<file path="src/hdl/tga_rle_pixel_decoder_assert.svh">
// Assertion macros for the TGA run-length pixel decoder.
`ifndef TGA_RLE_PIXEL_DECODER_ASSERT_SVH
`define TGA_RLE_PIXEL_DECODER_ASSERT_SVH

`ifndef SYNTHESIS

// Checked at every rising edge outside reset.
`define TRD_ASSERT(lbl, clk, rst_n, prop, msg) \
    lbl: assert property (@(posedge clk) disable iff (!rst_n) prop) else $error(msg);

// Checked at every rising edge, reset included.
`define TRD_ASSERT_ALWAYS(lbl, clk, prop, msg) \
    lbl: assert property (@(posedge clk) prop) else $error(msg);

`else

`define TRD_ASSERT(lbl, clk, rst_n, prop, msg)
`define TRD_ASSERT_ALWAYS(lbl, clk, prop, msg)

`endif

`endif

</file>
<file path="src/hdl/trd_pkg.sv">
// Types and constants of the TGA run-length pixel decoder.
package trd_pkg;

    typedef logic [7:0]  byte_t;
    typedef logic [31:0] pix_cnt_t;
    typedef logic [1:0]  fmt_t;

    localparam int CFG_INDEX_W = 1;
    localparam int CFG_DATA_W  = 32;

    typedef logic [CFG_INDEX_W-1:0] cfg_index_t;

    // register indexes
    localparam cfg_index_t REG_PIXEL_FORMAT = 1'd0;
    localparam cfg_index_t REG_PIXEL_TOTAL  = 1'd1;

    // pixel format codes
    localparam fmt_t FMT_GRAY = 2'd0;
    localparam fmt_t FMT_BGR  = 2'd1;
    localparam fmt_t FMT_BGRA = 2'd2;

    // packet header fields
    localparam int          RUN_FLAG_BIT = 7;
    localparam logic [6:0]  COUNT_MASK   = 7'h7f;

    // reset values of the registers
    localparam fmt_t     FORMAT_RESET = FMT_BGR;
    localparam pix_cnt_t TOTAL_RESET  = 32'd1;

    // zero total is taken as a one-pixel image
    function automatic pix_cnt_t image_size(input pix_cnt_t total);
        image_size = (total == '0) ? pix_cnt_t'(1) : total;
    endfunction

    // byte position of the last byte of a pixel
    function automatic logic [1:0] last_pos(input fmt_t fmt);
        case (fmt)
            FMT_GRAY: last_pos = 2'd0;
            FMT_BGR:  last_pos = 2'd2;
            default:  last_pos = 2'd3;
        endcase
    endfunction

endpackage

</file>
<file path="src/hdl/tga_rle_pixel_decoder.sv">
// Top level of the TGA run-length pixel decoder.
//
// Usage:
//   s_ channel: one byte of the compressed TGA pixel stream per beat.
//   m_ channel: one decoded pixel per beat (red, green, blue, alpha, with
//     a repeat count 1..128, an image end flag and an overrun flag).
//   cfg port: write-only; index 0 pixel format (0 gray, 1 BGR, 2 BGRA),
//     index 1 pixels per image. Any write restarts decoding at a header.
//   Throughput: one input byte per cycle while the output is not stalled.
//     All decode work sits between the input handshake and the output
//     register, so the figure is set by that single register stage.
//   Latency: the pixel appears on m_ the cycle after its last byte beat.
//   Header bytes and leading pixel bytes produce no output beat.
//   Stall: while m_valid is high and m_ready low, s_ready drops; nothing
//     is lost and the held output beat stays put. s_ready is high again
//     in the cycle that the output beat is taken.
//   Reset (aresetn low, synchronous): format BGR, one pixel per image,
//     next byte is a header, no output pending.
//   After the beat that completes an image the decoder restarts by itself.
//   A packet longer than the pixels left is clamped and its beats flagged.
module tga_rle_pixel_decoder (
    input  logic                         aclk,
    input  logic                         aresetn,
    // byte stream in
    input  logic                         s_valid,
    output logic                         s_ready,
    input  trd_pkg::byte_t               s_data_byte,
    // pixels out
    output logic                         m_valid,
    input  logic                         m_ready,
    output trd_pkg::byte_t               m_red,
    output trd_pkg::byte_t               m_green,
    output trd_pkg::byte_t               m_blue,
    output trd_pkg::byte_t               m_alpha,
    output trd_pkg::byte_t               m_repeat_count,
    output logic                         m_image_end,
    output logic                         m_overrun,
    // register writes
    input  logic                         cfg_wr_en,
    input  trd_pkg::cfg_index_t          cfg_index,
    input  logic [trd_pkg::CFG_DATA_W-1:0] cfg_data
);
    import trd_pkg::*;

    `include "tga_rle_pixel_decoder_assert.svh"

    // configuration
    fmt_t     pixel_format_reg, pixel_format_next;
    pix_cnt_t pixel_total_reg,  pixel_total_next;

    // decode state
    pix_cnt_t    pixels_remaining_reg, pixels_remaining_next;
    byte_t       packet_left_reg,      packet_left_next;
    logic        packet_is_run_reg,    packet_is_run_next;
    logic        packet_clamped_reg,   packet_clamped_next;
    logic [1:0]  byte_pos_reg,         byte_pos_next;
    byte_t       pix_b0_reg, pix_b0_next;
    byte_t       pix_b1_reg, pix_b1_next;
    byte_t       pix_b2_reg, pix_b2_next;

    // output register
    logic        m_valid_reg,   m_valid_next;
    byte_t       red_reg,       red_next;
    byte_t       green_reg,     green_next;
    byte_t       blue_reg,      blue_next;
    byte_t       alpha_reg,     alpha_next;
    byte_t       rep_reg,       rep_next;
    logic        end_reg,       end_next;
    logic        overrun_reg,   overrun_next;

    logic        in_beat;
    logic        is_header;
    logic        pixel_done;
    byte_t       hdr_cnt;
    byte_t       rep_val;
    pix_cnt_t    remain_after;
    logic        image_done;

    assign s_ready = !m_valid_reg || m_ready;
    assign in_beat = s_valid && s_ready;

    assign is_header  = (packet_left_reg == '0);
    assign pixel_done = !is_header && (byte_pos_reg == last_pos(pixel_format_reg));
    assign hdr_cnt    = byte_t'({1'b0, s_data_byte[6:0] & COUNT_MASK}) + byte_t'(1);
    assign rep_val    = packet_is_run_reg ? packet_left_reg : byte_t'(1);
    assign remain_after = pixels_remaining_reg - pix_cnt_t'(rep_val);
    assign image_done = (remain_after == '0);

    always_comb begin
        pixel_format_next     = pixel_format_reg;
        pixel_total_next      = pixel_total_reg;
        pixels_remaining_next = pixels_remaining_reg;
        packet_left_next      = packet_left_reg;
        packet_is_run_next    = packet_is_run_reg;
        packet_clamped_next   = packet_clamped_reg;
        byte_pos_next         = byte_pos_reg;
        pix_b0_next           = pix_b0_reg;
        pix_b1_next           = pix_b1_reg;
        pix_b2_next           = pix_b2_reg;

        m_valid_next = m_valid_reg && !m_ready;
        red_next     = red_reg;
        green_next   = green_reg;
        blue_next    = blue_reg;
        alpha_next   = alpha_reg;
        rep_next     = rep_reg;
        end_next     = end_reg;
        overrun_next = overrun_reg;

        if (cfg_wr_en) begin
            // the user is to write only while idle; the block does not enforce it; each write restarts the decoder
            unique case (cfg_index)
                REG_PIXEL_FORMAT: begin
                    pixel_format_next     = cfg_data[1:0];
                    pixels_remaining_next = image_size(pixel_total_reg);
                end
                REG_PIXEL_TOTAL: begin
                    pixel_total_next      = cfg_data[31:0];
                    pixels_remaining_next = image_size(cfg_data[31:0]);
                end
                default: ;
            endcase
            packet_left_next    = '0;
            packet_is_run_next  = 1'b0;
            packet_clamped_next = 1'b0;
            byte_pos_next       = '0;
        end else if (in_beat) begin
            if (is_header) begin
                packet_is_run_next = s_data_byte[RUN_FLAG_BIT];
                byte_pos_next      = '0;
                if (pix_cnt_t'(hdr_cnt) > pixels_remaining_reg) begin
                    // remaining is below 128 here, so it fits
                    packet_left_next    = pixels_remaining_reg[7:0];
                    packet_clamped_next = 1'b1;
                end else begin
                    packet_left_next    = hdr_cnt;
                    packet_clamped_next = 1'b0;
                end
            end else if (!pixel_done) begin
                case (byte_pos_reg)
                    2'd0:    pix_b0_next = s_data_byte;
                    2'd1:    pix_b1_next = s_data_byte;
                    default: pix_b2_next = s_data_byte;
                endcase
                byte_pos_next = byte_pos_reg + 2'd1;
            end else begin
                // last byte of a pixel: emit it
                m_valid_next = 1'b1;
                case (pixel_format_reg)
                    FMT_GRAY: begin
                        red_next   = s_data_byte;
                        green_next = '0;
                        blue_next  = '0;
                        alpha_next = '0;
                    end
                    FMT_BGR: begin
                        red_next   = s_data_byte;
                        green_next = pix_b1_reg;
                        blue_next  = pix_b0_reg;
                        alpha_next = '0;
                    end
                    default: begin
                        red_next   = pix_b2_reg;
                        green_next = pix_b1_reg;
                        blue_next  = pix_b0_reg;
                        alpha_next = s_data_byte;
                    end
                endcase
                rep_next      = rep_val;
                end_next      = image_done;
                overrun_next  = packet_clamped_reg;
                byte_pos_next = '0;

                if (image_done) begin
                    pixels_remaining_next = image_size(pixel_total_reg);
                    packet_left_next      = '0;
                    packet_is_run_next    = 1'b0;
                    packet_clamped_next   = 1'b0;
                end else begin
                    pixels_remaining_next = remain_after;
                    packet_left_next      = packet_is_run_reg ? byte_t'(0)
                                                              : packet_left_reg - byte_t'(1);
                end
            end
        end
    end

    always_ff @(posedge aclk) begin
        if (!aresetn) begin
            pixel_format_reg     <= FORMAT_RESET;
            pixel_total_reg      <= TOTAL_RESET;
            pixels_remaining_reg <= image_size(TOTAL_RESET);
            packet_left_reg      <= '0;
            packet_is_run_reg    <= 1'b0;
            packet_clamped_reg   <= 1'b0;
            byte_pos_reg         <= '0;
            m_valid_reg          <= 1'b0;
        end else begin
            pixel_format_reg     <= pixel_format_next;
            pixel_total_reg      <= pixel_total_next;
            pixels_remaining_reg <= pixels_remaining_next;
            packet_left_reg      <= packet_left_next;
            packet_is_run_reg    <= packet_is_run_next;
            packet_clamped_reg   <= packet_clamped_next;
            byte_pos_reg         <= byte_pos_next;
            m_valid_reg          <= m_valid_next;
        end
    end

    // payload, no reset
    always_ff @(posedge aclk) begin
        pix_b0_reg  <= pix_b0_next;
        pix_b1_reg  <= pix_b1_next;
        pix_b2_reg  <= pix_b2_next;
        red_reg     <= red_next;
        green_reg   <= green_next;
        blue_reg    <= blue_next;
        alpha_reg   <= alpha_next;
        rep_reg     <= rep_next;
        end_reg     <= end_next;
        overrun_reg <= overrun_next;
    end

    assign m_valid        = m_valid_reg;
    assign m_red          = red_reg;
    assign m_green        = green_reg;
    assign m_blue         = blue_reg;
    assign m_alpha        = alpha_reg;
    assign m_repeat_count = rep_reg;
    assign m_image_end    = end_reg;
    assign m_overrun      = overrun_reg;

    // pixel count never reaches zero while decoding
    `TRD_ASSERT(a_remain_nonzero, aclk, aresetn, pixels_remaining_reg != '0, "pixels remaining is zero")

    // a packet never owes more than the image
    `TRD_ASSERT(a_packet_fits, aclk, aresetn, pix_cnt_t'(packet_left_reg) <= pixels_remaining_reg, "packet exceeds image")

    // emitted repeat count is 1..128
    `TRD_ASSERT(a_rep_range, aclk, aresetn, m_valid_reg |-> (rep_reg != '0 && rep_reg <= 8'd128), "repeat count out of range")

    // completing an image restarts the decoder
    `TRD_ASSERT(a_image_restart, aclk, aresetn, (in_beat && pixel_done && image_done && !cfg_wr_en) |=> (packet_left_reg == '0 && pixels_remaining_reg == image_size(pixel_total_reg) && m_valid_reg && end_reg), "no restart after image end")

endmodule

</file>
<file path="config.mk">
export PLATFORM = sky130hd
export DESIGN_NAME = tga_rle_pixel_decoder
export DESIGN_NICKNAME = d
export VERILOG_FILES = /design/src/hdl/trd_pkg.sv /design/src/hdl/tga_rle_pixel_decoder.sv
export VERILOG_INCLUDE_DIRS = /design/src /design/src/hdl
export SDC_FILE = /design/constraint.sdc
export NUM_CORES = 1
export LEC_CHECK = 0
export BUFFER_PORTS_ARGS = -buffer_cell sky130_fd_sc_hd__buf_4
export CAP_MARGIN = 10
export CORE_MARGIN = 2
export CORE_UTILIZATION = 40
export CTS_BUF_LIST = sky130_fd_sc_hd__clkbuf_16
export DETAILED_ROUTE_END_ITERATION = 10
export GPL_TIMING_DRIVEN = 0
export PLACE_DENSITY_LB_ADDON = 0.12
export SYNTH_ARGS = -nofsm -noshare
export SYNTH_HDL_FRONTEND = slang
export SYNTH_SLANG_ARGS = --single-unit
</file>
<file path="constraint.sdc">
create_clock -name aclk -period 3.75 [get_ports aclk]
set_input_delay 0.5625 -clock aclk [delete_from_list [all_inputs] [get_ports aclk]]
set_output_delay 0.5625 -clock aclk [all_outputs]
set_load 0.005 [all_outputs]
</file>
==> results of run 1 <==
cells in the mapped netlist, types with 3 or more instances:
library cell | instances | area (µm²)
a21oi_1 | 28 | 140
xor2_1 | 13 | 114
a221oi_1 | 5 | 43.8
o22ai_1 | 4 | 25.0
o21ai_0 | 18 | 90.1
nand2b_1 | 11 | 68.8
inv_1 | 24 | 90.1
mux2i_1 | 9 | 90.1
or3_1 | 6 | 37.5
xnor2_1 | 15 | 131
nor2_1 | 51 | 191
nor3b_1 | 4 | 30.0
nand4b_1 | 4 | 35.0
a31oi_1 | 18 | 113
ha_1 | 21 | 263
a21o_1 | 6 | 45.0
nand4_1 | 12 | 75.1
or2_2 | 3 | 18.8
edfxtp_1 | 66 | 1980
clkbuf_1 | 40 | 150
mux2_2 | 40 | 450
nor2b_1 | 20 | 125
and2_1 | 16 | 100
nand3_1 | 19 | 95.1
nand3b_1 | 3 | 22.5
a211oi_1 | 5 | 37.5
o21a_1 | 3 | 22.5
nor4_1 | 26 | 163
and3_1 | 3 | 18.8
o31a_1 | 3 | 26.3
nand2_1 | 123 | 462
buf_2 | 4 | 20.0
o221ai_1 | 30 | 263
nor3_1 | 30 | 150
a21boi_0 | 32 | 240
dfxtp_1 | 79 | 1580
cells in the final DEF (no fill, tap or decap), types with 27 or more instances in the layout:
cell type,instances
clkbuf_1,33
o221ai_1,30
a21oi_1,27
buf_4,93
mux2_2,40
dfxtp_1,78
nor3_1,28
nor2_1,50
edfxtp_1,66
nand2_1,123
a21boi_0,32
how the worst max path moves through the flow:
stage	start	to	slack [ps]	cells after the start
finish	packet_left_reg[2]$_SDFFE_PP0P_	packet_left_reg[6]$_SDFFE_PP0P_	150	12
global route	packet_left_reg[2]$_SDFFE_PP0P_	packet_left_reg[6]$_SDFFE_PP0P_	-20	12
CTS	packet_left_reg[0]$_SDFFE_PP0P_	pixels_remaining_reg[13]$_SDFFE_PN0P_	3	16
detailed placement	packet_is_run_reg$_SDFFE_PP0P_	pixels_remaining_reg[23]$_SDFFE_PN0P_	-1050	14
global placement	packet_is_run_reg$_SDFFE_PP0P_	pixels_remaining_reg[23]$_SDFFE_PN0P_	-1390	15
floorplan	packet_is_run_reg$_SDFFE_PP0P_	pixels_remaining_reg[26]$_SDFFE_PN0P_	150	15
power by group:
group / internal [mW] / switching (mW) / leakage (nW)
combinational: 0.540 / 0.931 / 2.10
clock: 0.988 / 0.710 / 0.285
sequential: 1.79 / 0.119 / 1.26
total: 3.32 / 1.76 / 3.65
routing by layer:
metal	wire length, µm	GRT usage	share of wire
met4	452	0.0738	0.019
met2	11400	0.386	0.47
met5	0	0	0
met1	10900	0.326	0.45
met3	1360	0.0530	0.056
area by class of cell:
class	count	area (µm²)	area share
clock inverter	15	158	0.0165
buffer	41	183	0.0191
timing repair buffer	96	732	0.0765
multi-input combinational	609	4070	0.425
clock buffer	17	425	0.0444
inverter	27	106	0.0111
sequential	145	3570	0.373
tap	265	332	0.0346
stage by stage:
stage	setup slack, ps	power, mW	hold slack (ps)	setup TNS (ps)
5_1_grt	-21.2	5.35	392	-21.2
6_report	146	5.08	394	0
2_1_floorplan	153	2.89	409	0
3_3_place_gp	-1390	3.33	428	-97720
3_5_place_dp	-1050	3.33	427	-30170
4_1_cts	3.42	5.05	382	0
what timing repair did:
item	CTS	global route
endpoints found under the setup margin	43	40
setup buffers	1	4
pin swaps	1	3
hold endpoints to repair	0	0
resized for setup	11	21
critical path: cells and delay by family, from the launching register on:
| kind | cells | cell delay (ps) |
|---|---|---|
| compound gates | 3 | 1120 |
| simple gates | 7 | 1460 |
| flops | 1 | 420 |
| fa+ha+maj | 1 | 380 |
| buf+inv | 1 | 130 |
cells by family after synthesis:
family / Yosys count
compound gates: 169
xor+xnor: 28
fa+ha+maj: 22
buf+inv: 73
flops: 145
mux: 49
simple gates: 341
==> impl_results.md, run 1 <==
- Post-Synth Simple-Gate Area: 0.218
- Die Ht: 144 µm
- Drt total wl: 24100 µm
- Hold Startpoint: s_data_byte[7]
- Final Wtd Congestion: 0.962
- Initial Util: 0.405
- Status: complete, no violations
- Placed Area: 8850 µm²
- Worst skew pair latency: 420 ps
- Synth Instances: 827
- # IOs: 90
- Worst-path maximum fanout: 7
- Vias in the first global route: 6471
- CP cell instances: nand2_1, ha_1, nor2_1, a211o_1, o21ai_1, nor4_1, nor3_2, nor2_1, nand4b_2, clkinv_4, or4_4, o311ai_2
- Startpoint Class: flip-flop
- Mux cell area share after synthesis: 0.0691
- Yosys reg bits: 145
- CTS Buffer Depth: 2
- Worst-margin pin slew: 867 ps
- Min-Delay Path Class: primary input to flip-flop
- DP Wirelength: 17800 µm
- Most used flip-flop cell after synthesis: dfxtp_1
- Worst path slowest cell: or4_4
- FF-to-FF End: packet_left_reg[6]$_SDFFE_PP0P_
- Worst Hold Depth: 1
- Max-slew headroom: 0.416
- Synthesized area: 7820 µm²
- Setup Crit Path Kind: flip-flop to flip-flop
- CP required: 4080 ps
- R2r setup slk: 150 ps
- GRT Overall Usage: 0.241
- Router iterations before antenna repair: 6
- CTS hold repair buffers: 0
- Util after Layout: 0.495
- Num rows: 51
- Reg2reg start: packet_left_reg[2]$_SDFFE_PP0P_
- Crit path top cell by count: nor2_1
- Ys async rst share: 0
- Post-Layout Cell Count: 1215
- Total number of vias: 6730
- Final instance area: 9570 µm²
- DRT iter0 DRCs: 542
- Sequential share of the synthesized area: 0.456
- Main combinational cell family by area after synthesis: simple AND/OR/NAND/NOR gates
- Max Fclk: 277 MHz
- Full die area: 20700 µm²
- Post-synthesis xor/xnor area fraction: 0.0313
- Slowest Stage Delay on Critical Path: 560 ps
- Synth warn: 0
- Syn nets: 895
- Static Leak: 3.65 nW
- Synth Area in Compound Gates: 0.153
- Final period util: 0.961
- ANT cells: 0
- Layout fillers: 1867
- Cts bufs inserted: 17
- Max cap viols: 0
- Syn avg cell area: 9.46 µm²
- Final setup viols: 0
- CTS tree: built
- R2R depth: 12
- Worst IR Drop VDD: 0.000281 V
- Detailed-route DRC error count: 0
- CTS clk-pin slew, worst paths: 70 ps
- Max-slew violations: 0
- Placed Cells: 1183
- Die extent in x: 144 µm
- Share of layout cells above drive strength 1: 0.211
- Post-route ant nets: 0
- Avg Vias per Cell: 5.54
- Nets: 1005
- Pwr Density: 531 nW/µm²
- Port Buf Inserts: 88
- Global-route wire length before repair: 37300 µm
- Sink Count: 145
- Initial antenna violation count: 1
- GRT overflow: 0
- End of the worst hold path: pix_b2_reg[7]$_DFFE_PP_
- Crit path arrival time: 3930 ps
- WL/cell: 19.8 µm
- Pin count of the biggest net entering global routing: 31
- Area growth from synthesis to layout: 22.4%
- Final Hold Viols: 0
- Final worst path period need: 3600 ps
- Root Driver: clkbuf_16
- Htree depth: 4
- Synth cell types: 62
- Adder-Cell Fraction of Synth Area: 0.0361
- Crit path capture type: flip-flop
- CORE AREA: 19300 µm²
- Number of synthesized flops with an enable pin: 66
- Clock skew: 8.41 ps
(Power assumes the default switching activity.)
==> inputs of run 2 (changes only) <==
--- a/config.mk
+++ b/config.mk
@@ -6,6 +6,7 @@
 export SDC_FILE = /design/constraint.sdc
 export NUM_CORES = 1
 export LEC_CHECK = 0
+export ABC_AREA = 1
 export BUFFER_PORTS_ARGS = -buffer_cell sky130_fd_sc_hd__buf_4
 export CAP_MARGIN = 10
 export CORE_MARGIN = 2
@@ -14,6 +15,8 @@
 export DETAILED_ROUTE_END_ITERATION = 10
 export GPL_TIMING_DRIVEN = 0
 export PLACE_DENSITY_LB_ADDON = 0.12
+export RECOVER_POWER = 100
+export REMOVE_ABC_BUFFERS = 1
 export SYNTH_ARGS = -nofsm -noshare
 export SYNTH_HDL_FRONTEND = slang
 export SYNTH_SLANG_ARGS = --single-unit
==> run 2 against run 1 <==
  * Combinational power decreased by 14%
  * Largest cell class unchanged
  * Power decreased by 3.9%
  * Maximum frequency increased by 2.9%
  * Clock power increased by 6%
==> impl_results.md, run 2 <==
- Max cap viols: 0
- Worst skew pair latency: 440 ps
- DP Wirelength: 18700 µm
- Root Driver: clkbuf_16
- Status: complete, no violations
- Number of synthesized flops with an enable pin: 66
- Full die area: 22400 µm²
- Worst IR Drop VDD: 0.000332 V
- Placed Cells: 1516
- Synthesized area: 8490 µm²
- Final Wtd Congestion: 0.901
- Drt total wl: 28000 µm
- Sink Count: 145
- Number of buffers and inverters on the critical path: 3
- Die extent in x: 150 µm
- Crit path arrival time: 3870 ps
- Ys async rst share: 0
- Crit path capture type: flip-flop
- Detailed-route DRC error count: 0
- Top Family by Delay on Critical Path: simple AND/OR/NAND/NOR gates
- Yosys reg bits: 145
- DRT iter0 DRCs: 709
- Min-Delay Path Class: primary input to flip-flop
- ANT cells: 0
- CTS tree: built
- Final setup viols: 0
- Router iterations before antenna repair: 5
- Crit path top cell by count: nand2_1
- Critical Path Stages: 20
- Top post-synthesis cells by count: nand2_1 (275), inv_1 (179), nor2_1 (132), o21ai_0 (101), a21oi_1 (84)
- Layout fillers: 2170
- Commonest non-fill, non-tap cell in the layout: nand2_1
- Most frequent cells in the layout: nand2_1 (275), inv_1 (178), nor2_1 (130)
- Port Buf Inserts: 89
- Post-route ant nets: 0
- Share of layout cells above drive strength 1: 0.125
- Static Leak: 4.53 nW
- R2r setup slk: 250 ps
- Slowest Stage Delay on Critical Path: 400 ps
- Max-slew violations: 0
- Htree depth: 4
- Main area contributors after synthesis: edfxtp_1 (23%), dfxtp_1 (19%), nand2_1 (12%), inv_1 (7.9%), o21ai_0 (6.0%)
- Max Fclk: 285 MHz
- Multi-input logic area: 4110 µm²
- CP required: 4120 ps
- Area growth from synthesis to layout: 20.4%
- Final worst path period need: 3500 ps
- R2R depth: 20
- Critical Path Source: packet_left_reg[0]$_SDFFE_PP0P_
- Pwr Density: 478 nW/µm²
- Synth Instances: 1192
- Vias in the first global route: 7723
- CTS Buffer Depth: 2
- # IOs: 90
- Most used flip-flop cell after synthesis: dfxtp_1
- Top-count cell post-synth: nand2_1
- Nets: 1354
- Sequential share of the synthesized area: 0.420
- Initial Util: 0.405
- Die Ht: 150 µm
- FF-to-FF End: pixels_remaining_reg[30]$_SDFFE_PN0P_
- Initial antenna violation count: 0
- Global-route wire length before repair: 43200 µm
- Synth warn: 0
- Synth area leader: edfxtp_1
- Num rows: 53
- Util after Layout: 0.488
- Post-Layout Cell Count: 1574
- Max-slew headroom: 0.169
- Reg area: 3570 µm²
- Worst Setup EP: pixels_remaining_reg[30]$_SDFFE_PN0P_
- Final Hold Viols: 0
- Reg2reg start: packet_left_reg[0]$_SDFFE_PP0P_
- Pin count of the biggest net entering global routing: 38
- Setup Crit Path Kind: flip-flop to flip-flop
- GRT Overall Usage: 0.256
- CTS clk-pin slew, worst paths: 70 ps
- Worst path slowest cell: fa_1
- Worst-margin pin slew: 1240 ps
- Clock skew: 10.7 ps
- Synth top area share: 0.233
- Synth cell types: 35
- Worst-path maximum fanout: 11
- Total number of vias: 8381
- Syn avg cell area: 7.12 µm²
- Setup ws final: 246 ps
- CTS hold repair buffers: 0
- WL/cell: 17.8 µm
- CORE AREA: 21000 µm²
- Avg Vias per Cell: 5.32
- Startpoint Class: flip-flop
- Dpl ws: -862 ps
- CP cell instances: inv_1, nand2_1, ha_1, fa_1, inv_1, nand3_1, nand2_1, nand2_1, nand2_1, o21ai_0, nand2_1, nand2_1, nor2_1, nand2_1, nor2_4, nand3_4, buf_12, nand3_1, nand3_1, a21oi_2
- Final period util: 0.935
- GRT overflow: 0
- Cts bufs inserted: 17
-- run 2: cell types whose count changed in the layout (fill, tap and decap cells not counted), sizes merged, moves of 30 or more --
cell / delta
nand4: +44
mux2: -40
buf: -46
o221ai: -30
nand3: +66
a21boi: -32
nor2: +90
o21ai: +83
nand2: +154
a21oi: +59
inv: +155
-- run 2: worst min path at each step --
stage / end / startpoint / cells after the start
2_1_floorplan: m_overrun$_DFFE_PP_ / packet_clamped_reg$_SDFFE_PP0P_ / 0
3_3_place_gp: m_overrun$_DFFE_PP_ / packet_clamped_reg$_SDFFE_PP0P_ / 0
3_5_place_dp: m_overrun$_DFFE_PP_ / packet_clamped_reg$_SDFFE_PP0P_ / 0
4_1_cts: pix_b1_reg[1]$_DFFE_PP_ / s_data_byte[1] / 1
5_1_grt: pixel_total_reg[29]$_SDFFE_PN0P_ / cfg_data[29] / 3
6_report: pixel_total_reg[29]$_SDFFE_PN0P_ / cfg_data[29] / 3
-- run 2: kinds of logic (layout without fill, tap and decap cells) --
kind of cell / after synthesis / in the layout / synth area share
adder cells (fa/ha/maj): 22 / 22 / 0.0333
AND/OR/NAND/NOR: 589 / 594 / 0.309
AO/OA/AOI/OAI: 197 / 197 / 0.120
XOR/XNOR: 12 / 12 / 0.0133
flip-flops: 145 / 145 / 0.420
buffers and inverters: 227 / 329 / 0.106
-- run 2: layer usage --
layer	wire length (µm)	global-route usage	vias up
met5	0	0	-
met4	708	0.0901	0
met3	1670	0.0387	54
met2	13500	0.433	285
met1	12200	0.332	3918
li1	-	-	4124
-- run 2: through the flow --
stage / TNS (ps) / hold WS [ps] / power, mW / instance area, µm²
6_report: 0 / 405 / 4.89 / 10200
5_1_grt: -78.1 / 402 / 5.13 / 10200
3_5_place_dp: -29860 / 423 / 3.02 / 9380
2_1_floorplan: -46300 / 409 / 2.64 / 8280
4_1_cts: 0 / 348 / 4.88 / 10100
3_3_place_gp: -238840 / 423 / 3.01 / 9290
-- run 2: cell type report --
cell class,count,area share
clock buffers,17,0.0416
flip-flops and latches,145,0.349
inverters,182,0.0672
clock inverters,15,0.0190
multi-input cells,825,0.402
well taps,275,0.0337
repair inverters,1,0.000734
repair buffers,114,0.0868
-- run 2: worst register-to-register path, stage by stage, from the launching register on --
cell,delay (ps)
dfxtp_1,310
inv_1,160
nand2_1,130
ha_1,230
fa_1,400
inv_1,100
nand3_1,90
nand2_1,140
nand2_1,130
nand2_1,190
o21ai_0,120
nand2_1,130
nand2_1,60
nor2_1,100
nand2_1,160
nor2_4,280
nand3_4,160
buf_12,190
nand3_1,110
nand3_1,90
a21oi_2,160
-- run 2: repair_timing --
action	4_1_cts	5_1_grt
gates cloned	6	0
gates resized for setup	8	5
setup buffers	5	13
setup endpoints to repair	42	42
pin swaps	5	2
-- run 2: report_power, final --
group / total (mW) / switching (mW) / leakage [nW] / internal, mW
Clock: 1.81 / 0.791 / 0.304 / 1.02
Combinational: 1.26 / 0.861 / 2.96 / 0.397
Sequential: 1.82 / 0.0858 / 1.26 / 1.74
Total: 4.89 / 1.74 / 4.53 / 3.15
